### src/sv/cfpi_pkg.sv
`timescale 1ns / 1ps

package cfpi_pkg;

  // Bus commands
  localparam logic [1:0] CMD_READ  = 2'd0;
  localparam logic [1:0] CMD_WRITE = 2'd1;
  localparam logic [1:0] CMD_TICK  = 2'd2;

  // Configuration register indexes
  localparam logic REG_BOOT_DELAY   = 1'b0;
  localparam logic REG_IRQ_INTERVAL = 1'b1;

  // Register offsets inside the device window
  localparam logic [11:0] OFS_STAT   = 12'h004;
  localparam logic [11:0] OFS_PTR_LO = 12'h008;
  localparam logic [11:0] OFS_PTR_HI = 12'h009;
  localparam logic [11:0] OFS_PAR_LO = 12'h010;
  localparam logic [11:0] OFS_PAR_HI = 12'h011;
  localparam logic [11:0] OFS_FST_LO = 12'h012;
  localparam logic [11:0] OFS_FST_HI = 12'h013;
  localparam logic [11:0] WIN_WR_LO  = 12'h100;
  localparam logic [11:0] WIN_WR_HI  = 12'h300;
  localparam logic [11:0] WIN_RD_LO  = 12'h300;
  localparam logic [11:0] WIN_RD_HI  = 12'h500;
  localparam logic [11:0] IRQ_WIN_HI = 12'h320;
  localparam logic [11:0] IRQ_LAST   = 12'h31C;

  localparam logic [8:0]  RD_ADV_OFS   = 9'h1FE;
  localparam logic [31:0] PTR_STEP     = 32'h0000_0200;
  localparam int          FW_LIMIT     = 32'h000F_F020;
  localparam logic [7:0]  STATUS_VAL   = 8'h80;
  localparam logic [15:0] FW_STATUS    = 16'h0010;
  localparam logic [15:0] PARAM_WIN_A  = 16'h0009;
  localparam logic [15:0] PARAM_WIN_B  = 16'h000A;
  localparam logic [7:0]  BOOT_DELAY_RST   = 8'd240;
  localparam logic [7:0]  IRQ_INTERVAL_RST = 8'd120;
  localparam logic [2:0]  NUM_CHECKS   = 3'd5;

  typedef enum logic [1:0] {
    SEQ_IDLE  = 2'd0,
    SEQ_CHECK = 2'd1,
    SEQ_DONE  = 2'd2
  } seq_state_t;

  typedef enum logic [1:0] {
    ST_CLEAR,
    ST_IDLE,
    ST_MEM
  } ctrl_state_t;

  typedef struct packed {
    logic accept;      // take the presented transaction, update state
    logic load_out;    // result computed directly, load output register
    logic mem_capture; // load output register from firmware memory
    logic clr_we;      // clearing pass writes one entry
  } ctrl_cmd_t;

  typedef struct packed {
    logic mem_read;    // presented transaction reads the firmware memory
    logic clr_last;    // clearing pass on its final entry
  } dp_status_t;

  function automatic logic [31:0] check_word(input logic [2:0] idx);
    logic [31:0] w;
    case (idx)
      3'd0:    w = 32'h8000_0100;
      3'd1:    w = 32'h4000_8000;
      3'd2:    w = 32'h4080_0000;
      3'd3:    w = 32'h8000_0100;
      3'd4:    w = 32'h4000_0200;
      default: w = 32'h0000_0000;
    endcase
    return w;
  endfunction

endpackage

### src/sv/cfpi_ctrl.sv
`timescale 1ns / 1ps

module cfpi_ctrl (
  input  logic                  clk,
  input  logic                  rst_n,
  input  logic                  in_tvalid,
  output logic                  in_tready,
  output logic                  out_tvalid,
  input  logic                  out_tready,
  input  cfpi_pkg::dp_status_t  status,
  output cfpi_pkg::ctrl_cmd_t   cmd
);

  cfpi_pkg::ctrl_state_t state_r, state_nxt;
  logic out_valid_r, out_valid_nxt;
  logic out_free;

  assign out_free = !out_valid_r || out_tready;

  always_ff @(posedge clk) begin
    if (!rst_n) begin
      state_r     <= cfpi_pkg::ST_CLEAR;
      out_valid_r <= 1'b0;
    end else begin
      state_r     <= state_nxt;
      out_valid_r <= out_valid_nxt;
    end
  end

  always_comb begin
    state_nxt = state_r;
    cmd       = '0;
    in_tready = 1'b0;
    case (state_r)
      cfpi_pkg::ST_CLEAR: begin
        cmd.clr_we = 1'b1;
        if (status.clr_last) begin
          state_nxt = cfpi_pkg::ST_IDLE;
        end
      end
      cfpi_pkg::ST_IDLE: begin
        in_tready = out_free;
        if (in_tvalid && out_free) begin
          cmd.accept = 1'b1;
          if (status.mem_read) begin
            state_nxt = cfpi_pkg::ST_MEM;
          end else begin
            cmd.load_out = 1'b1;
          end
        end
      end
      cfpi_pkg::ST_MEM: begin
        // memory data is held until the output register frees up
        if (out_free) begin
          cmd.mem_capture = 1'b1;
          state_nxt       = cfpi_pkg::ST_IDLE;
        end
      end
      default: begin
        state_nxt = cfpi_pkg::ST_IDLE;
      end
    endcase

    if (cmd.load_out || cmd.mem_capture) begin
      out_valid_nxt = 1'b1;
    end else if (out_tready) begin
      out_valid_nxt = 1'b0;
    end else begin
      out_valid_nxt = out_valid_r;
    end
  end

  assign out_tvalid = out_valid_r;

endmodule

### config.mk
export PLATFORM = sky130hd
export DESIGN_NAME = cfpi_ctrl
export DESIGN_NICKNAME = d
export VERILOG_FILES = /design/src/sv/cfpi_pkg.sv /design/src/sv/cfpi_ctrl.sv
export SDC_FILE = /design/constraint.sdc
export NUM_CORES = 1
export LEC_CHECK = 0
export BUFFER_PORTS_ARGS = -buffer_cell sky130_fd_sc_hd__buf_4
export CORE_AREA = 5 5 42 44
export CTS_CLUSTER_DIAMETER = 100
export DETAILED_ROUTE_END_ITERATION = 16
export DIE_AREA = 0 0 47 49
export PLACE_DENSITY = 0.41
export REMOVE_ABC_BUFFERS = 1
export SKIP_LAST_GASP = 1
export SYNTH_ARGS = -nofsm -noshare
export SYNTH_HDL_FRONTEND = slang
export SYNTH_SLANG_ARGS = --single-unit
### constraint.sdc
create_clock -name clk -period 1.2 [get_ports clk]
set_input_delay 0.24 -clock clk [delete_from_list [all_inputs] [get_ports clk]]
set_output_delay 0.24 -clock clk [all_outputs]
set_load 0.05 [all_outputs]
==> metrics.txt, run 1 <==
run status=finished, violations left; failing checks=setup timing; vias=231; worst skew pair latency=0.23 ns; PnR worst setup slack=-0.157 ns; hold path cells=2; normalized max-slew margin=83.2%; GRT overflow=0; crit path capture type=primary output; First DRT Iteration DRCs=1; DR DRC count=0; Setup TNS=-0.534 ns; largest net degree at the start of global routing=5; Leak Pwr=0.000194 uW; Synth Cell Area=180 sq um; RSZ-0062 raised after global routing=yes; VDD IR-drop max=0.518 mV; clock tree buffer depth=2; Final Skew=0.00140 ns; drt pass-1 iters=2; num rows=14; CP startpoint kind=register; critical path class=reg2out; Antenna Cells=0; layout cells sized above 1=71.1%; H-Tree Depth=1; Reg2Reg Setup Slack=0 ns; Max Cap Violations=0; die height=49 microns; WL per Instance=9.30 microns; global-route wire length before repair=959 microns; final setup fails=4; Yosys reg bits=3; Clk pin slew, worst setup/hold paths=0.04 ns; area of placed instances=328 sq um; Data required, critical path=0.96 ns; GRT Total Usage=6.41%; Syn Inst Count=22; Design Area, Final=438 sq um; Slew Limit Fails=0; Min-Delay Path Class=in2reg; Syn Area/Cell=8.19 sq um; Reg-to-Reg End=out_tvalid; Final Hold Vio Count=0; Final min period=1.36 ns; number of global-route vias before repair=226; power per cell area=1010 nW/um^2; starting density of the core=12.9%; slew at the pin closest to its max-slew limit=0.250 ns; hold path endpoint=state_r[1]; synthesis-to-layout area growth=143%; Max FO, Critical Path=3; Seq/Total Area, Yosys=33.3%; vias per cell=3.79; CTS hold repair buffers=0; Hold Path Origin=rst_n; Arrival @ worst endpoint=1.12 ns; Net count, final=52; FF-to-FF path depth=4; RR Startpoint=state_r[1]; CTS buffer count=3; Cell variety after synth=16; clk sinks=3; io pins=12; Period Utilization, post-route=113%; number of routed nets with antenna violations=0; root buffer cell=clkbuf_4; Critical Path Source=out_tvalid; DIE AREA=2300 sq um; maximum clock frequency=737 MHz; Port Buf Inserts=11; initial antenna violation count=0; Routability Congestion=0.689; # fillers=158; WL final=567 microns; CTS tree=yes; Die W=47 microns; Core Region=1400 sq um; Synthesis Warnings=0
[registers in the layout (all words and copies together), names as in the netlist]
register    count
state_r         2
out_tvalid      1
[layout make-up]
cell class | instances | area (sq um) | area share, %
clock buffers | 4 | 26.3 | 6.00
repair buffers | 19 | 165 | 37.7
well taps | 16 | 20.0 | 4.57
flip-flops and latches | 3 | 63.8 | 14.6
inverters | 1 | 3.75 | 0.857
multi-input cells | 18 | 159 | 36.3
[placed cells by master, fill, tap and decap left out, types with 2 or more instances in the layout]
cell,count
nor3_1,2
dfxtp_2,3
nor2_4,2
buf_4,13
clkbuf_4,3
buf_6,6
[report_power, final]
part	switching (uW)	internal [uW]	total, uW	leakage, uW
combinational	81.0	74.3	155	0.000154
sequential	5.59	107	112	0.0000258
clock	51.2	125	176	0.0000150
total	138	306	444	0.000194
[critical path, cell delays in order (launching register included)]
cell and delay [ns]:
dfxtp_2 0.31, nor2b_4 0.13, nor4b_4 0.25, buf_6 0.19
[what timing repair did]
| action | 4_1_cts | 5_1_grt |
|---|---|---|
| pin swaps | 2 | 2 |
| resized for setup | 15 | 4 |
| buffers inserted | 0 | 2 |
| endpoints found under the setup margin | 5 | 5 |
[cells in the mapped netlist]
master	n	area, sq um
dfxtp_1	3	60.1
inv_1	1	3.75
or3b_1	1	8.76
nor4b_1	1	8.76
nand2b_1	1	6.26
nand2_1	1	3.75
a211oi_1	1	7.51
and2b_1	1	7.51
nor2_1	4	15.0
o21a_1	1	7.51
nand2b_4	1	13.8
and2_1	1	6.26
or2b_2	1	8.76
a31oi_1	1	6.26
nor3_1	2	10.0
nor2b_1	1	6.26
[kinds of logic (layout without fill, tap and decap cells)]
family	count (synthesis)	count (layout)	share of synthesized area, %
and+or+nand+nor	15	15	52.8
buffers and inverters	1	24	2.08
DFF	3	3	33.3
AOI/OAI and AO/OA	3	3	11.8
[per-stage QoR]
| step | utilization (%) | std cells | power (uW) | hold WS, ns | setup WS, ns |
|---|---|---|---|---|---|
| 2_1_floorplan | - | 22 | 181 | 0.358 | -1.41 |
| 3_3_place_gp | 23.4 | 55 | 235 | 0.460 | 0.00215 |
| 3_5_place_dp | 23.4 | 55 | 234 | 0.463 | -0.0160 |
| 4_1_cts | 29.0 | 59 | 438 | 0.217 | -0.201 |
| 5_1_grt | 31.3 | 61 | 474 | 0.236 | -0.241 |
| 6_report | 31.3 | 61 | 444 | 0.223 | -0.157 |
[per-layer routing]
layer / vias to the layer above / share of wire, % / GRT usage, % / wire length, microns
met5: - / 0 / 0 / 0
li1: 126 / - / - / -
met1: 94 / 50 / 8.57 / 285
met4: 0 / 0 / 6.91 / 0
met2: 11 / 37 / 6.11 / 211
met3: 0 / 12 / 3.69 / 70
[worst max path at each step]
stage / cells past startpoint / endpoint / slack [ns]
after global placement: 3 / cmd[1] / 0.002
after global routing: 3 / cmd[2] / -0.24
after detailed placement: 5 / cmd[3] / -0.02
after floorplan: 2 / cmd[2] / -1.41
final: 3 / cmd[2] / -0.16
after CTS: 3 / cmd[2] / -0.20
Note: power is estimated with default switching activity, not from simulation.
==> run 2: changes to the inputs <==
==> constraint.sdc (replaced) <==
create_clock -name clk -period 1.2 [get_ports clk]
set_input_delay 0.18 -clock clk [delete_from_list [all_inputs] [get_ports clk]]
set_output_delay 0.18 -clock clk [all_outputs]
set_load 0.05 [all_outputs]
==> metrics.txt, run 2 (synthesis results as in run 1) <==
slew at the pin closest to its max-slew limit=0.265 ns (+0.0148 ns); Final min period=1.31 ns (-0.0461 ns); global-route wire length before repair=848 microns (-12%); initial antenna violation count=0 (unchanged); Final Hold Vio Count=0 (unchanged); clock tree buffer depth=2 (unchanged); Slew Limit Fails=0 (unchanged); number of routed nets with antenna violations=0 (unchanged); failing checks=setup timing; PnR worst setup slack=-0.111 ns (+0.0461 ns); maximum clock frequency=763 MHz (+3.5%); Max Cap Violations=0 (unchanged); starting density of the core=12.9% (unchanged); Arrival @ worst endpoint=1.13 ns (about the same); CTS tree=yes; normalized max-slew margin=82.2% (-1.0 points); DP HPWL=425 microns; num rows=14 (unchanged); Min-Delay Path Class=in2reg; Leak Pwr=0.000182 uW (-6.2%); synthesis-to-layout area growth=136%; commonest non-fill, non-tap cell in the layout=buf_4; worst skew pair latency=0.23 ns (about the same); Antenna Cells=0 (unchanged); CP startpoint kind=register; WP buf/inv=1 (unchanged); Max FO, Critical Path=3 (unchanged); crit path capture type=primary output; Setup TNS=-0.287 ns (+0.247 ns); Data required, critical path=1.02 ns (+0.06 ns); Port Buf Inserts=11 (unchanged); WL per Instance=9.26 microns (-0.39%); area of the multi-input gates=161 sq um (+1.6%); WL final=537 microns (-5.3%); number of global-route vias before repair=220 (-2.7%); final setup fails=4 (unchanged); largest net degree at the start of global routing=5 (unchanged); io pins=12 (unchanged); run status=finished, violations left; max FFs per register=2 (unchanged); FF-to-FF path depth=3 (-1); VDD IR-drop max=0.470 mV (-9.3%); leading cell types in the layout, fill and taps excluded=buf_4 (10), buf_6 (4), clkbuf_4 (3), dfxtp_2 (3); Reg2Reg Setup Slack=0.09 ns (+0.09 ns); clk sinks=3 (unchanged); CTS buffer count=3 (unchanged); vias per cell=3.83 (+1.1%); layout cells sized above 1=71.4% (+0.32 points); hold path cells=2 (unchanged); Crit path max-delay family=simple AND/OR/NAND/NOR gates; peak per-stage delay on the critical path=0.31 ns (about the same); Reg-to-Reg End=out_tvalid; Final Skew=0.000263 ns (-0.00113 ns); # fillers=161 (+1.9%); vias=222 (-3.9%); largest register by flop count=state_r; power per cell area=1000 nW/um^2 (-0.83%); GRT overflow=0 (unchanged); Period Utilization, post-route=109% (-3.8 points); CTS hold repair buffers=0 (unchanged); RR Startpoint=state_r[1]; H-Tree Depth=1 (unchanged); register area=63.8 sq um (unchanged); Routability Congestion=0.730 (+5.9%); DR DRC count=0 (unchanged); Critical Path Source=out_tvalid; Max stage delay cell, worst path=dfxtp_2; critical path class=reg2out; drt pass-1 iters=4 (+2); Die W=47 microns (unchanged); die height=49 microns (unchanged); hold path endpoint=state_r[1]; post-place setup slack=0.0411 ns (+0.0570 ns); Clk pin slew, worst setup/hold paths=0.03 ns (about the same); root buffer cell=clkbuf_4; Net count, final=49 (-5.8%); GRT Total Usage=5.28% (-1.1 points); Hold Path Origin=rst_n; DIE AREA=2300 sq um (unchanged); Core Region=1400 sq um (unchanged); crit-path cells=nor2b_4 -> nor4b_4 -> buf_6; First DRT Iteration DRCs=4 (+3); RSZ-0062 raised after global routing=yes
[run 2: cell types whose count changed in the layout (fill, tap and decap cells not counted)]
cell	delta
and2_4	+1
buf_6	-2
and2_1	-1
buf_4	-3
buf_8	+2
[run 2: timing repair]
item	CTS	global route
resized for setup	12	10
setup buffers	1	0
pin swaps	2	4
endpoints found under the hold margin	0	0
endpoints found under the setup margin	4	5
[run 2: how the worst max path moves through the flow]
stage	to	slack (ns)	depth (start not counted)
finish	cmd[2]	-0.11	3
global route	cmd[3]	-0.15	4
CTS	cmd[2]	-0.15	3
detailed placement	cmd[2]	0.04	3
global placement	cmd[2]	0.05	3
floorplan	cmd[2]	-1.35	2
[run 2: stage by stage]
step	hold slack (ns)	utilization (%)	std cells	cell area, sq um	power [uW]
2_1_floorplan	0.298	-	22	180	181
3_3_place_gp	0.402	22.3	53	313	226
3_5_place_dp	0.404	22.3	53	313	225
4_1_cts	0.161	27.7	58	388	419
5_1_grt	0.164	30.4	58	425	452
6_report	0.164	30.4	58	425	427
[run 2: report_power, final]
part	switching [uW]	internal (uW)
registers	6.26	107
clock network	48.7	124
logic	77.1	63.9
[run 2: layer usage]
| metal | vias up | part of all wire (%) | track usage [%] |
|---|---|---|---|
| met4 | 0 | 3.7 | 5.53 |
| met5 | - | 0 | 0 |
| li1 | 117 | - | - |
| met1 | 90 | 46 | 6.80 |
| met3 | 2 | 11 | 2.58 |
| met2 | 13 | 39 | 5.66 |
[run 2: area by class of cell]
cell class	instances	share of cell area, %
multi-input cells	18	37.9
repair buffers	16	35.3
flip-flops and latches	3	15.0
clock buffers	4	6.18
well taps	16	4.71
inverters	1	0.882
[run 2: worst reg2reg max path, cell delays in order (launching register included)]
cell and delay [ns]:
dfxtp_2 0.31, nand2b_4 0.16, or3b_1 0.37, a31oi_1 0.17
==> run 3: changes to the inputs <==
--- a/config.mk
+++ b/config.mk
@@ -6,10 +6,10 @@
 export NUM_CORES = 1
 export LEC_CHECK = 0
 export BUFFER_PORTS_ARGS = -buffer_cell sky130_fd_sc_hd__buf_4
-export CORE_AREA = 5 5 42 44
+export CORE_AREA = 2 2 39 41
 export CTS_CLUSTER_DIAMETER = 100
 export DETAILED_ROUTE_END_ITERATION = 16
-export DIE_AREA = 0 0 47 49
+export DIE_AREA = 0 0 41 43
 export PLACE_DENSITY = 0.41
 export REMOVE_ABC_BUFFERS = 1
 export SKIP_LAST_GASP = 1
==> metrics.txt, run 3 (synthesis results as in run 1) <==
Design Area, Final=400 sq um (-5.9%); DR DRC count=0 (unchanged); starting density of the core=13.0% (+0.16 points); Final Skew=0.00142 ns (+0.00116 ns); Antenna Cells=0 (unchanged); Leak Pwr=0.000173 uW (-5.1%); power per cell area=1050 nW/um^2 (+4.7%); maximum clock frequency=758 MHz (-0.64%); RSZ-0062 raised after global routing=yes; final setup fails=3 (-1); WL final=469 microns (-13%); Data required, critical path=1.02 ns (about the same); io pins=12 (unchanged); area of placed instances=313 sq um (unchanged); normalized max-slew margin=83.5% (+1.3 points); clock tree buffer depth=2 (unchanged); First DRT Iteration DRCs=5 (+1); critical path class=reg2out; largest register by flop count=state_r; Slew Limit Fails=0 (unchanged); Min-Delay Path Class=in2reg; CTS hold repair buffers=0 (unchanged); synthesis-to-layout area growth=122%; Port Buf Inserts=11 (unchanged); WL per Instance=8.23 microns (-11%); Final min period=1.32 ns (+0.00848 ns); VDD IR-drop max=0.488 mV (+3.8%); WHS=0.166 ns (+0.00119 ns); Core Region=1380 sq um (-1.2%); global-route wire length before repair=855 microns (+0.83%); Period Utilization, post-route=110% (+0.71 points); run status=finished, violations left; number of routed nets with antenna violations=0 (unchanged); vias per cell=3.84 (+0.38%); clk sinks=3 (unchanged); failing checks=setup timing; max FFs per register=2 (unchanged); H-Tree Depth=1 (unchanged); GRT overflow=0 (unchanged); commonest non-fill, non-tap cell in the layout=buf_4; Routability Congestion=0.630 (-14%); die height=43 microns (-12%); number of global-route vias before repair=220 (unchanged); Die W=41 microns (-13%); Max Cap Violations=0 (unchanged); vias=219 (-1.4%); num rows=14 (unchanged); root buffer cell=clkbuf_4; slew at the pin closest to its max-slew limit=0.246 ns (-0.0190 ns); largest net degree at the start of global routing=5 (unchanged); DP HPWL=387 microns (-9.0%); Arrival @ worst endpoint=1.14 ns (about the same); Inst Count DP=53 (unchanged); leading cell types in the layout, fill and taps excluded=buf_4 (10), buf_6 (4), clkbuf_4 (3), dfxtp_2 (3); worst skew pair latency=0.23 ns (about the same); drt pass-1 iters=3 (-1); initial antenna violation count=0 (unchanged); DIE AREA=1760 sq um (-23%); Clk pin slew, worst setup/hold paths=0.04 ns (about the same); crit path capture type=primary output; CP startpoint kind=register; CTS tree=yes; GRT Total Usage=7.62% (+2.3 points); PnR worst setup slack=-0.120 ns (-0.00847 ns); Net count, final=48 (-2.0%); Final Hold Vio Count=0 (unchanged); post-route insts no fill=57 (-1.7%); Max FO, Critical Path=3 (unchanged); layout cells sized above 1=65.9% (-5.6 points); CTS buffer count=3 (unchanged)
-- run 3: cell count changes in the layout (fill, tap and decap cells not counted) --
cell / change
and2_1: +1
and2_4: -1
buf_8: -1
nor2_1: +1
nor2_4: -1
-- run 3: worst max-delay path: stages (launching register included) --
cell and delay (ns):
dfxtp_2 0.31, nor2b_4 0.13, nor4b_4 0.27, buf_6 0.19
-- run 3: stage by stage --
step / total power [uW] / setup TNS, ns / util (%) / setup WS (ns)
after floorplan: 181 / -3.09 / - / -1.35
after global placement: 225 / 0 / 22.6 / 0.0346
after detailed placement: 224 / 0 / 22.6 / 0.0296
after CTS: 424 / -0.420 / 27.2 / -0.171
after global routing: 457 / -0.490 / 28.9 / -0.176
final: 421 / -0.270 / 28.9 / -0.120
-- run 3: per-layer routing --
layer | track usage [%] | part of all wire, %
met1 | 7.05 | 36
met2 | 11.3 | 57
met3 | 7.85 | 7.7
met4 | 2.00 | 0
met5 | 0 | 0
-- run 3: where the power goes --
part           total [uW]  internal (uW)  switching [uW]
sequential            112            107            5.57
combinational         130           56.5            73.7
clock                 178            125            53.7
total                 421            288             133
-- run 3: repair_timing --
action	4_1_cts	5_1_grt
setup buffers	0	0
setup endpoints to repair	4	5
cloned	0	0
gates resized for setup	11	6
pin swaps	2	2
-- run 3: final cells by class --
type                            instances  area [sq um]
Clock buffer                            4          26.3
Fill cell                             157           983
Inverter                                1          3.75
Multi-Input combinational cell         18           151
Sequential cell                         3          63.8
Tap cell                               16          20.0
Timing Repair Buffer                   15           135
-- run 3: path summary, 6_finish.rpt --
kind | slack, ns | startpoint | cells after the start | endpoint
max | -0.12 | out_tvalid | 3 | cmd[2]
min | 0.17 | rst_n | 2 | state_r[1]
max reg2reg | 0.12 | state_r[1] | 3 | out_tvalid
min reg2reg | 0.58 | state_r[0] | 2 | state_r[0]
