--- src/sv/cfpi_pkg.sv ---
`timescale 1ns / 1ps

package cfpi_pkg;

  // Bus commands
  localparam logic [1:0] CMD_READ  = 2'd0;
  localparam logic [1:0] CMD_WRITE = 2'd1;
  localparam logic [1:0] CMD_TICK  = 2'd2;

  // Configuration register indexes
  localparam logic REG_BOOT_DELAY   = 1'b0;
  localparam logic REG_IRQ_INTERVAL = 1'b1;

  // Register offsets inside the device window
  localparam logic [11:0] OFS_STAT   = 12'h004;
  localparam logic [11:0] OFS_PTR_LO = 12'h008;
  localparam logic [11:0] OFS_PTR_HI = 12'h009;
  localparam logic [11:0] OFS_PAR_LO = 12'h010;
  localparam logic [11:0] OFS_PAR_HI = 12'h011;
  localparam logic [11:0] OFS_FST_LO = 12'h012;
  localparam logic [11:0] OFS_FST_HI = 12'h013;
  localparam logic [11:0] WIN_WR_LO  = 12'h100;
  localparam logic [11:0] WIN_WR_HI  = 12'h300;
  localparam logic [11:0] WIN_RD_LO  = 12'h300;
  localparam logic [11:0] WIN_RD_HI  = 12'h500;
  localparam logic [11:0] IRQ_WIN_HI = 12'h320;
  localparam logic [11:0] IRQ_LAST   = 12'h31C;

  localparam logic [8:0]  RD_ADV_OFS   = 9'h1FE;
  localparam logic [31:0] PTR_STEP     = 32'h0000_0200;
  localparam int          FW_LIMIT     = 32'h000F_F020;
  localparam logic [7:0]  STATUS_VAL   = 8'h80;
  localparam logic [15:0] FW_STATUS    = 16'h0010;
  localparam logic [15:0] PARAM_WIN_A  = 16'h0009;
  localparam logic [15:0] PARAM_WIN_B  = 16'h000A;
  localparam logic [7:0]  BOOT_DELAY_RST   = 8'd240;
  localparam logic [7:0]  IRQ_INTERVAL_RST = 8'd120;
  localparam logic [2:0]  NUM_CHECKS   = 3'd5;

  typedef enum logic [1:0] {
    SEQ_IDLE  = 2'd0,
    SEQ_CHECK = 2'd1,
    SEQ_DONE  = 2'd2
  } seq_state_t;

  typedef enum logic [1:0] {
    ST_CLEAR,
    ST_IDLE,
    ST_MEM
  } ctrl_state_t;

  typedef struct packed {
    logic accept;      // take the presented transaction, update state
    logic load_out;    // result computed directly, load output register
    logic mem_capture; // load output register from firmware memory
    logic clr_we;      // clearing pass writes one entry
  } ctrl_cmd_t;

  typedef struct packed {
    logic mem_read;    // presented transaction reads the firmware memory
    logic clr_last;    // clearing pass on its final entry
  } dp_status_t;

  function automatic logic [31:0] check_word(input logic [2:0] idx);
    logic [31:0] w;
    case (idx)
      3'd0:    w = 32'h8000_0100;
      3'd1:    w = 32'h4000_8000;
      3'd2:    w = 32'h4080_0000;
      3'd3:    w = 32'h8000_0100;
      3'd4:    w = 32'h4000_0200;
      default: w = 32'h0000_0000;
    endcase
    return w;
  endfunction

endpackage

--- src/sv/cfpi_dp.sv ---
`timescale 1ns / 1ps

module cfpi_dp #(
  parameter int FIRMWARE_BYTES = 1048576
) (
  input  logic                              clk,
  input  logic                              rst_n,
  input  logic [23:0]                       in_tdata,
  output logic [15:0]                       out_tdata,
  input  logic                              cfg_we,
  input  logic                              cfg_index,
  input  logic [7:0]                        cfg_wdata,
  input  cfpi_pkg::ctrl_cmd_t               cmd,
  output cfpi_pkg::dp_status_t              status,
  output logic                              ram_we,
  output logic                              ram_re,
  output logic [$clog2(FIRMWARE_BYTES)-1:0] ram_addr,
  output logic [7:0]                        ram_wdata,
  input  logic [7:0]                        ram_rdata
);

  localparam int AW     = $clog2(FIRMWARE_BYTES);
  localparam int FW_END = (FIRMWARE_BYTES < cfpi_pkg::FW_LIMIT) ?
                          FIRMWARE_BYTES : cfpi_pkg::FW_LIMIT;
  localparam logic [AW-1:0] CLR_LAST = AW'(FIRMWARE_BYTES - 1);

  logic [1:0]  in_cmd;
  logic [11:0] in_addr;
  logic [7:0]  in_wd;

  logic [7:0]  boot_delay_r, boot_delay_nxt;
  logic [7:0]  irq_interval_r, irq_interval_nxt;
  logic [31:0] ptr_r, ptr_nxt;
  logic [1:0]  phase_r, phase_nxt;
  logic [15:0] param_r, param_nxt;
  logic [7:0]  delay_r, delay_nxt;
  cfpi_pkg::seq_state_t seq_r, seq_nxt;
  logic [2:0]  chk_idx_r, chk_idx_nxt;
  logic [31:0] irq_word_r, irq_word_nxt;
  logic        pending_r, pending_nxt;
  logic [AW-1:0] clr_cnt_r;
  logic [7:0]  out_rd_r;
  logic        out_irq_r;

  logic        win_en, in_wwin, in_rwin, in_irqwin;
  logic [11:0] wr_off_full, rd_off_full;
  logic [8:0]  off;
  logic [32:0] idx_sum;
  logic        idx_ok;
  logic        mem_read, mem_write;
  logic [7:0]  rd_byte;
  logic        tick_irq;
  logic [31:0] word_sel;

  assign in_cmd  = in_tdata[1:0];
  assign in_addr = in_tdata[13:2];
  assign in_wd   = in_tdata[21:14];

  assign win_en    = (param_r == cfpi_pkg::PARAM_WIN_A) || (param_r == cfpi_pkg::PARAM_WIN_B);
  assign in_wwin   = (in_addr >= cfpi_pkg::WIN_WR_LO) && (in_addr < cfpi_pkg::WIN_WR_HI);
  assign in_rwin   = (in_addr >= cfpi_pkg::WIN_RD_LO) && (in_addr < cfpi_pkg::WIN_RD_HI);
  assign in_irqwin = pending_r && (in_addr >= cfpi_pkg::WIN_RD_LO) &&
                     (in_addr < cfpi_pkg::IRQ_WIN_HI);

  assign wr_off_full = in_addr - cfpi_pkg::WIN_WR_LO;
  assign rd_off_full = in_addr - cfpi_pkg::WIN_RD_LO;
  assign off         = (in_cmd == cfpi_pkg::CMD_READ) ? rd_off_full[8:0] : wr_off_full[8:0];
  assign idx_sum     = {1'b0, ptr_r} + {24'd0, off};
  assign idx_ok      = idx_sum < 33'(FW_END);

  assign mem_read  = (in_cmd == cfpi_pkg::CMD_READ) && !in_irqwin && in_rwin && win_en && idx_ok;
  assign mem_write = (in_cmd == cfpi_pkg::CMD_WRITE) && in_wwin && win_en && idx_ok;

  assign status.mem_read = mem_read;
  assign status.clr_last = (clr_cnt_r == CLR_LAST);

  assign ram_we    = cmd.clr_we || (cmd.accept && mem_write);
  assign ram_re    = cmd.accept && mem_read;
  assign ram_addr  = cmd.clr_we ? clr_cnt_r : idx_sum[AW-1:0];
  assign ram_wdata = cmd.clr_we ? 8'd0 : in_wd;

  assign word_sel = (in_addr[4:2] == 3'd0) ? irq_word_r : 32'd0;

  // register and interrupt-word reads
  always_comb begin
    rd_byte = 8'd0;
    if (in_addr == cfpi_pkg::OFS_STAT) begin
      rd_byte = cfpi_pkg::STATUS_VAL;
    end else if (in_addr == cfpi_pkg::OFS_PAR_LO) begin
      rd_byte = param_r[7:0];
    end else if (in_addr == cfpi_pkg::OFS_PAR_HI) begin
      rd_byte = param_r[15:8];
    end else if (in_addr == cfpi_pkg::OFS_FST_LO) begin
      rd_byte = cfpi_pkg::FW_STATUS[7:0];
    end else if (in_addr == cfpi_pkg::OFS_FST_HI) begin
      rd_byte = cfpi_pkg::FW_STATUS[15:8];
    end
    if (in_irqwin) begin
      case (in_addr[1:0])
        2'd0:    rd_byte = word_sel[7:0];
        2'd1:    rd_byte = word_sel[15:8];
        2'd2:    rd_byte = word_sel[23:16];
        2'd3:    rd_byte = word_sel[31:24];
        default: rd_byte = 8'd0;
      endcase
    end
  end

  always_comb begin
    boot_delay_nxt   = boot_delay_r;
    irq_interval_nxt = irq_interval_r;
    ptr_nxt          = ptr_r;
    phase_nxt        = phase_r;
    param_nxt        = param_r;
    delay_nxt        = delay_r;
    seq_nxt          = seq_r;
    chk_idx_nxt      = chk_idx_r;
    irq_word_nxt     = irq_word_r;
    pending_nxt      = pending_r;
    tick_irq         = 1'b0;

    // tick sequencer, evaluated for the presented transaction
    if (in_cmd == cfpi_pkg::CMD_TICK) begin
      if (delay_r != 8'd0) begin
        delay_nxt = delay_r - 8'd1;
      end
      if (delay_nxt == 8'd0) begin
        if (seq_r == cfpi_pkg::SEQ_IDLE) begin
          seq_nxt     = cfpi_pkg::SEQ_CHECK;
          chk_idx_nxt = 3'd0;
        end
        if (seq_nxt == cfpi_pkg::SEQ_CHECK) begin
          tick_irq = 1'b1;
          if (chk_idx_nxt >= cfpi_pkg::NUM_CHECKS) begin
            seq_nxt   = cfpi_pkg::SEQ_DONE;
            delay_nxt = 8'd0;
          end else begin
            irq_word_nxt = cfpi_pkg::check_word(chk_idx_nxt);
            chk_idx_nxt  = chk_idx_nxt + 3'd1;
            delay_nxt    = irq_interval_r;
            pending_nxt  = 1'b1;
          end
        end
      end
    end

    if (in_cmd == cfpi_pkg::CMD_WRITE) begin
      if ((in_addr == cfpi_pkg::OFS_PTR_LO) || (in_addr == cfpi_pkg::OFS_PTR_HI)) begin
        case ({phase_r[1], in_addr[0]})
          2'b00:   ptr_nxt[7:0]   = in_wd;
          2'b01:   ptr_nxt[15:8]  = in_wd;
          2'b10:   ptr_nxt[23:16] = in_wd;
          2'b11:   ptr_nxt[31:24] = in_wd;
          default: ptr_nxt = ptr_r;
        endcase
        phase_nxt = phase_r + 2'd1;
      end else if (in_addr == cfpi_pkg::OFS_PAR_LO) begin
        param_nxt[7:0] = in_wd;
      end else if (in_addr == cfpi_pkg::OFS_PAR_HI) begin
        param_nxt[15:8] = in_wd;
      end
    end

    if (in_cmd == cfpi_pkg::CMD_READ) begin
      if (in_irqwin && (in_addr == cfpi_pkg::IRQ_LAST)) begin
        pending_nxt = 1'b0;
      end
      if (mem_read && (rd_off_full[8:0] == cfpi_pkg::RD_ADV_OFS)) begin
        ptr_nxt = ptr_r + cfpi_pkg::PTR_STEP;
      end
    end

    if (!cmd.accept) begin
      ptr_nxt      = ptr_r;
      phase_nxt    = phase_r;
      param_nxt    = param_r;
      delay_nxt    = delay_r;
      seq_nxt      = seq_r;
      chk_idx_nxt  = chk_idx_r;
      irq_word_nxt = irq_word_r;
      pending_nxt  = pending_r;
    end

    // the user must make configuration writes only while no transaction is in flight; the block does not enforce it
    if (cfg_we) begin
      if (cfg_index == cfpi_pkg::REG_BOOT_DELAY) begin
        boot_delay_nxt = cfg_wdata;
        if (seq_r == cfpi_pkg::SEQ_IDLE) begin
          delay_nxt = cfg_wdata;
        end
      end else begin
        irq_interval_nxt = cfg_wdata;
      end
    end
  end

  always_ff @(posedge clk) begin
    if (!rst_n) begin
      boot_delay_r   <= cfpi_pkg::BOOT_DELAY_RST;
      irq_interval_r <= cfpi_pkg::IRQ_INTERVAL_RST;
      ptr_r          <= '0;
      phase_r        <= '0;
      param_r        <= '0;
      delay_r        <= cfpi_pkg::BOOT_DELAY_RST;
      seq_r          <= cfpi_pkg::SEQ_IDLE;
      chk_idx_r      <= '0;
      irq_word_r     <= '0;
      pending_r      <= 1'b0;
      clr_cnt_r      <= '0;
    end else begin
      boot_delay_r   <= boot_delay_nxt;
      irq_interval_r <= irq_interval_nxt;
      ptr_r          <= ptr_nxt;
      phase_r        <= phase_nxt;
      param_r        <= param_nxt;
      delay_r        <= delay_nxt;
      seq_r          <= seq_nxt;
      chk_idx_r      <= chk_idx_nxt;
      irq_word_r     <= irq_word_nxt;
      pending_r      <= pending_nxt;
      if (cmd.clr_we) begin
        clr_cnt_r <= clr_cnt_r + AW'(1);
      end
    end
  end

  // output register, payload only
  always_ff @(posedge clk) begin
    if (cmd.load_out) begin
      out_rd_r  <= (in_cmd == cfpi_pkg::CMD_READ) ? rd_byte : 8'd0;
      out_irq_r <= tick_irq;
    end else if (cmd.mem_capture) begin
      out_rd_r  <= ram_rdata;
      out_irq_r <= 1'b0;
    end
  end

  assign out_tdata = {7'd0, out_irq_r, out_rd_r};

endmodule

--- config.mk ---
export PLATFORM = sky130hd
export DESIGN_NAME = cfpi_dp
export DESIGN_NICKNAME = d
export VERILOG_FILES = /design/src/sv/cfpi_pkg.sv /design/src/sv/cfpi_dp.sv
export SDC_FILE = /design/constraint.sdc
export NUM_CORES = 1
export LEC_CHECK = 0
export BUFFER_PORTS_ARGS = -buffer_cell sky130_fd_sc_hd__buf_4
export CORE_MARGIN = 2
export CORE_UTILIZATION = 30
export CTS_CLUSTER_SIZE = 40
export DETAILED_ROUTE_END_ITERATION = 8
export MAX_ROUTING_LAYER = met4
export PLACE_DENSITY = 0.51
export RECOVER_POWER = 100
export SYNTH_ARGS = -nofsm -noshare
export SYNTH_HDL_FRONTEND = slang
export SYNTH_SLANG_ARGS = --single-unit
--- constraint.sdc ---
create_clock -name clk -period 7.15 [get_ports clk]
set_input_delay 1.0725 -clock clk [delete_from_list [all_inputs] [get_ports clk]]
set_output_delay 1.0725 -clock clk [all_outputs]
set_load 0.05 [all_outputs]
==> results.cfg, run 1 <==
[job]
drv_cap = 4

[global_routing]
overflow = 0
grt_antenna_before_repair = 0
grt_pass1_wl_mm = 34.7
grtUsageTotal_pct = 18.7
grt_start_max_net_pins = 67
grt_pass1_vias = 6156

[placement]
place_ws_ps = 1770
gp_congestion = 0.904
portBuffers = 86
hpwl_mm = 16.0

[timing]
fin_tns_setup_ps = 0
max_freq_mhz = 167
setup_slack_ps = 1180
layout_min_cycle_time_ps = 5970
hold_viol = 0
finalSetupViolCount = 0
clock_skew_ps = 7.40
final_max_slew_viol_count = 165
finalCritPeriodShare_pct = 83.5
rsz0062_at_grt = false
tightest_slew_ps = 2960
max_slew_margin_pct = -97.4

[worst_setup_path]
startpoint_type = input port
endpoint_kind = primary output
critPathArrivalTime_ps = 4900
worstPathRequired_ps = 6080
critPathKind = input port to primary output
crit_fanout = 14

[drt]
wl_per_cell_um = 18.3
dr.pass1.iters = 4
drc = 0
vias = 6389
drt_wl_total_mm = 21.8
drt_iter0_drc = 467
via_per_inst = 5.36
detail-route-antenna-nets = 0

[synthesis]
yosysWarnings = 0
synth.distinct_cells = 86
synthCells = 856
synthArstFlopShare_pct = 0
dominantRegCellSynth = dfxtp_1
yosys.area_share.simple_pct = 29.3
synth_top_family_by_area = simple AND/OR/NAND/NOR gates
yosys.area_share.xor_xnor_pct = 5.16
ys_seq_area_share_pct = 31.8
ys_ff_latch = 106
netlist_area_sq_um = 6960
synth_fa_ha_area_share_pct = 3.52
muxShareOfSynthArea_pct = 6.43
synth_edf_count = 9
synth_compound_area_share_pct = 18.8
avgSynthCellArea_sq_um = 8.13

[cts]
cts_tree = done
htreeDepth = 3
cts_buffers = 9
cts-root-buf = clkbuf_16
cts.sinks = 106
cts_setup_buffers = 0
cts_resized = 0
worstSkewPairLatency_ps = 360
cts.clk_slew.worst_paths_ps = 80
cts_hold_buf = 0
clockBufferDepth = 2

[power]
seqPwrFrac_pct = 48.4
swShare_pct = 29.8
irDropWorstVdd_mv = 0.103
p_int_w = 0.000900
clkPwrFrac_pct = 38.1
p_per_area_nw_per_um2 = 164
switching_power_w = 0.000382
p_leak_nw = 2.85
p_comb_share_pct = 13.6
fin_total_pwr_w = 0.00128

[floorplanning]
fp.dieH_um = 156
dieWidth_um = 156
initial_core_util_pct = 30.7
io_pins = 96
rows = 55
die_area_sq_um = 24400
core_sq_um = 22700

[status]
violations = max-capacitance violations, max-slew violations
status = complete, but fails checks

[final_layout]
areaGrowthSynthToFinish_pct = 12.0
final_common_cell = dfxtp_1
num_antenna_cells = 0
final_cell_mix = 97 x dfxtp_1, 95 x nand2_1, 73 x nor2_1
fillers = 2443
drive_gt1_share_pct = 9.14
nets = 971

[min_path]
hold_path_class = register to register
-- final cells by class --
class | instances | area [sq um] | share of cell area [%]
tap | 285 | 357 | 4.57
clock inverter | 5 | 38.8 | 0.497
sequential | 106 | 2210 | 28.4
inverter | 17 | 63.8 | 0.818
timing repair buffer | 88 | 492 | 6.31
multi-input combinational | 682 | 4410 | 56.5
clock buffer | 10 | 229 | 2.94
-- logic make-up (layout without fill, tap and decap cells) --
logic type      Yosys count  in the layout
compound gates          191            191
xor+xnor                 41             41
fa+ha+maj                19             19
buf+inv                  74            120
flops                   106            106
mux                      44             44
other cells               1              7
simple gates            380            380
-- cell usage after synthesis, types with 5 or more instances --
cell type | count | area share, %
dfxtp_1 | 97 | 28
nand2_1 | 95 | 5.1
nor2_1 | 73 | 3.9
o21ai_0 | 48 | 3.5
mux2i_1 | 38 | 5.5
nand3_1 | 38 | 2.7
clkbuf_1 | 35 | 1.9
a21oi_1 | 31 | 2.2
nor2b_1 | 30 | 2.7
xnor2_1 | 26 | 3.3
and2_1 | 21 | 1.9
nor3_1 | 19 | 1.4
ha_1 | 18 | 3.2
inv_1 | 16 | 0.86
nand4_1 | 16 | 1.4
xor2_1 | 15 | 1.9
and3_1 | 14 | 1.3
nor4_1 | 13 | 1.2
a21boi_0 | 12 | 1.3
a211oi_1 | 10 | 1.1
buf_4 | 10 | 1.1
a21o_1 | 9 | 0.97
edfxtp_1 | 9 | 3.9
a311oi_1 | 8 | 1.0
buf_2 | 8 | 0.58
nand2b_1 | 8 | 0.72
a31oi_1 | 7 | 0.63
o31ai_1 | 6 | 0.65
a22oi_1 | 5 | 0.54
and4_1 | 5 | 0.63
mux2_2 | 5 | 0.81
nor3b_1 | 5 | 0.54
o2111ai_1 | 5 | 0.63
o211ai_1 | 5 | 0.54
-- power groups by stage --
| stage | clock, W | combinational, W | sequential, W |
|---|---|---|---|
| 2_1_floorplan | 0 | 0.000108 | 0.000644 |
| 3_3_place_gp | 0 | 0.000186 | 0.000634 |
| 3_5_place_dp | 0 | 0.000186 | 0.000634 |
| 4_1_cts | 0.000501 | 0.000187 | 0.000620 |
| 5_1_grt | 0.000526 | 0.000189 | 0.000622 |
| 6_report | 0.000488 | 0.000174 | 0.000620 |
-- registers in the layout, summed over array words and instances, names as in the netlist, named ones only --
signal / cells
chk_idx_r: 3
clr_cnt_r: 20
delay_r: 8
irq_interval_r: 8
irq_word_r: 5
out_irq_r: 1
out_rd_r: 8
param_r: 16
pending_r: 1
phase_r: 2
ptr_r: 32
seq_r: 1
-- metal layers --
layer | GRT usage (%) | vias to the layer above | share of wire [%]
met5 | - | - | 0
met4 | 5.85 | 0 | 2.1
met3 | 2.77 | 25 | 3.5
met2 | 29.9 | 116 | 47
met1 | 24.5 | 3057 | 47
li1 | - | 3191 | -
-- final timing paths --
check | to | startpoint | cells after the start | slack (ps)
max | ram_re | in_tdata[2] | 12 | 1180
min | irq_interval_r[7]$_SDFFE_PN0P_ | irq_interval_r[7]$_SDFFE_PN0P_ | 2 | 450
max reg2reg | ptr_r[20]$_SDFFE_PN0P_ | ptr_r[8]$_SDFFE_PN0P_ | 10 | 2560
min reg2reg | irq_interval_r[7]$_SDFFE_PN0P_ | irq_interval_r[7]$_SDFFE_PN0P_ | 2 | 450
-- stage by stage --
step                      area [sq um]  std cells  utilization [%]  hold WS, ps
final                             7800       1193             34.3          453
after global routing              7800       1193             34.3          488
after CTS                         7990       1193             35.2          456
after detailed placement          7720       1178             34.0          445
after global placement            7720       1178             34.0          444
after floorplan                   6990        862                -          431
-- worst max-delay path, cell delays in order --
cell	delay (ps)
clkbuf_1	560
ha_1	300
fa_1	240
a211o_1	190
nand3_1	140
and2_1	200
or4_1	550
xnor2_1	140
or4_4	450
nor3_1	290
and3_1	250
clkbuf_1	500
Note: power is estimated with default switching activity, not from simulation.
==> run 2, diff against run 1 <==
Settings changed: ABC_AREA set to 1, PLACE_DENSITY 0.51 to 0.52.
Clock period 7.15 ns to 4.9 ns, I/O delays scaled along.
==> run 2 against run 1 <==
The run still ends with max-capacitance violations, max-slew violations left. Register-to-register slack lost 1400 ps. Hold slack gained 18 ps. Total power grew 57%. Final cell count grew 43%. Combinational power grew 93%. Highest routed layer unchanged.
==> results.cfg, run 2 <==
[status]
status = complete, but fails checks
violations = max-capacitance violations, max-slew violations

[cts]
clockBufferDepth = 2
htreeDepth = 3
cts.clk_slew.worst_paths_ps = 80
cts_resized = 0
cts-root-buf = clkbuf_16
cts_buffers = 9
cts_hold_buf = 0
cts_setup_buffers = 0
cts.sinks = 106
cts_tree = done
worstSkewPairLatency_ps = 370

[drt]
detail-route-antenna-nets = 0
wl_per_cell_um = 15.3
drt_iter0_drc = 786
drc = 0
vias = 8282
drt_wl_total_mm = 26.0
dr.pass1.iters = 5
via_per_inst = 4.87

[timing]
hold_viol = 0
max_freq_mhz = 229
finalSetupViolCount = 0
layout_min_cycle_time_ps = 4360
finalCritPeriodShare_pct = 89.0
final_max_slew_viol_count = 47
fin_tns_setup_ps = 0
rsz0062_at_grt = false
tightest_slew_ps = 2140
clock_skew_ps = 11.4
max_slew_margin_pct = -42.6

[synthesis]
synth.most_common_cell = nand2_1
synthTopCellsByArea = dfxtp_1 25%, nand2_1 17%, inv_1 9.0%
ys_ff_latch = 106
dominantRegCellSynth = dfxtp_1
netlist_area_sq_um = 7790
avgSynthCellArea_sq_um = 5.97
yosys.area.top_type = dfxtp_1
synth_edf_count = 9
synth_top_cell_area_share_pct = 24.9
netlist_top_cells_count = 355 x nand2_1, 186 x inv_1, 137 x nor2_1
synth.distinct_cells = 46
synthArstFlopShare_pct = 0
ys_seq_area_share_pct = 28.4
yosysWarnings = 0
synthCells = 1304

[power]
swShare_pct = 32.9
p_int_w = 0.00135
fin_total_pwr_w = 0.00201
seqPwrFrac_pct = 45.8
p_comb_share_pct = 16.7
irDropWorstVdd_mv = 0.125
p_leak_nw = 3.70
p_per_area_nw_per_um2 = 229
switching_power_w = 0.000662
clkPwrFrac_pct = 37.5

[final_layout]
layout.cells.non_filler = 1702
seqCellArea_sq_um = 2210
nets = 1434
areaGrowthSynthToFinish_pct = 12.8
largest_register = ptr_r
final_cell_mix = 357 x nand2_1, 186 x inv_1, 139 x nor2_1
multi_input_area_sq_um = 4630
drive_gt1_share_pct = 5.83
reg.largest.list = ptr_r x32, clr_cnt_r x20, param_r x16
num_antenna_cells = 0
final_common_cell = nand2_1
largest_reg_flops = 32
fillers = 2864

[global_routing]
grt_antenna_before_repair = 0
grtUsageTotal_pct = 19.9
overflow = 0
grt_pass1_vias = 7578
grt_pass1_wl_mm = 41.1
grt_start_max_net_pins = 47

[placement]
gp_congestion = 0.917
portBuffers = 86
post-place-cells = 1686
hpwl_mm = 19.8

[job]
drv_cap = 1

[floorplanning]
dieWidth_um = 165
core_sq_um = 25300
initial_core_util_pct = 30.8
die_area_sq_um = 27300
fp.dieH_um = 165
rows = 58
io_pins = 96

[worst_setup_path]
worst-r2r-cell-count = 17
r2r_setup_slack_ps = 1170
critPathArrivalTime_ps = 3630
endpoint_kind = primary output
crit_end = ram_we
worstPathRequired_ps = 4160
reg2reg_from = ptr_r[0]$_SDFFE_PN0P_
crit_fanout = 8
startpoint_type = input port
rr_endpoint = ptr_r[4]$_SDFFE_PN0P_
critPathKind = input port to primary output
cp-startpoint = in_tdata[10]

[min_path]
hold_path_class = register to register
## run 2: changes by cell type in the layout (fill, tap and decap cells not counted), sizes merged, moves of 22 or more
| cell | delta |
|---|---|
| nand2 | +264 |
| inv | +172 |
| nor2 | +73 |
| o21ai | +69 |
| nand3 | +61 |
| a21oi | +44 |
| mux2i | -38 |
| nor2b | -30 |
| xnor2 | -24 |
| and2 | -22 |
## run 2: worst min-delay path by stage
stage,startpoint,endpoint,slack [ps],cells past startpoint
CTS,register,register,470,2
finish,register,register,470,2
global placement,register,register,450,2
detailed placement,register,register,460,2
global route,register,register,500,2
floorplan,clr_cnt_r[9]$_SDFFE_PN0P_,clr_cnt_r[9]$_SDFFE_PN0P_,440,2
## run 2: critical path, stage by stage
cell,delay (ps)
clkbuf_1,80
inv_1,220
ha_1,340
a21oi_1,250
inv_1,150
a21oi_1,180
nand2_1,200
nand2_1,110
nand2_1,50
nand2_1,50
nand3_1,100
nor2_1,110
nand2_1,100
nor2_4,270
nand4_1,280
nand2_1,130
buf_4,220
## run 2: stage by stage
stage                     hold WS, ps  area, sq um  utilization (%)  worst slack (ps)
after floorplan                   439         7810                -              1110
after global placement            452         8710             34.4               573
after detailed placement          458         8710             34.4               538
after CTS                         470         8990             35.5               526
after global routing              500         8790             34.7               133
final                             470         8790             34.7               539
## run 2: per-layer routing
layer / vias up / track usage (%) / share of wire [%]
met1: 3690 / 28.6 / 51
met5: - / - / 0
met2: 209 / 29.7 / 42
met4: 0 / 4.94 / 1.4
li1: 4357 / - / -
met3: 26 / 2.20 / 5.0
## run 2: power by group through the flow
stage,clock network [W],registers [W],logic [W]
2_1_floorplan,0,0.000955,0.000212
3_3_place_gp,0,0.000941,0.000350
3_5_place_dp,0,0.000941,0.000352
4_1_cts,0.000774,0.000920,0.000353
5_1_grt,0.000802,0.000925,0.000371
6_report,0.000754,0.000920,0.000335
## run 2: logic make-up after synthesis
family	synth area share, %
other cells	0.0481
simple gates	37.5
xor+xnor	1.80
buf+inv	12.1
fa+ha+maj	3.15
flops	28.4
compound gates	17.0
## run 2: final cells by class
type	count	share of cell area [%]
inverter	190	8.11
clock buffer	10	2.60
sequential	106	25.2
timing repair buffer	94	6.09
multi-input combinational	966	52.7
clock inverter	6	0.641
tap	330	4.70
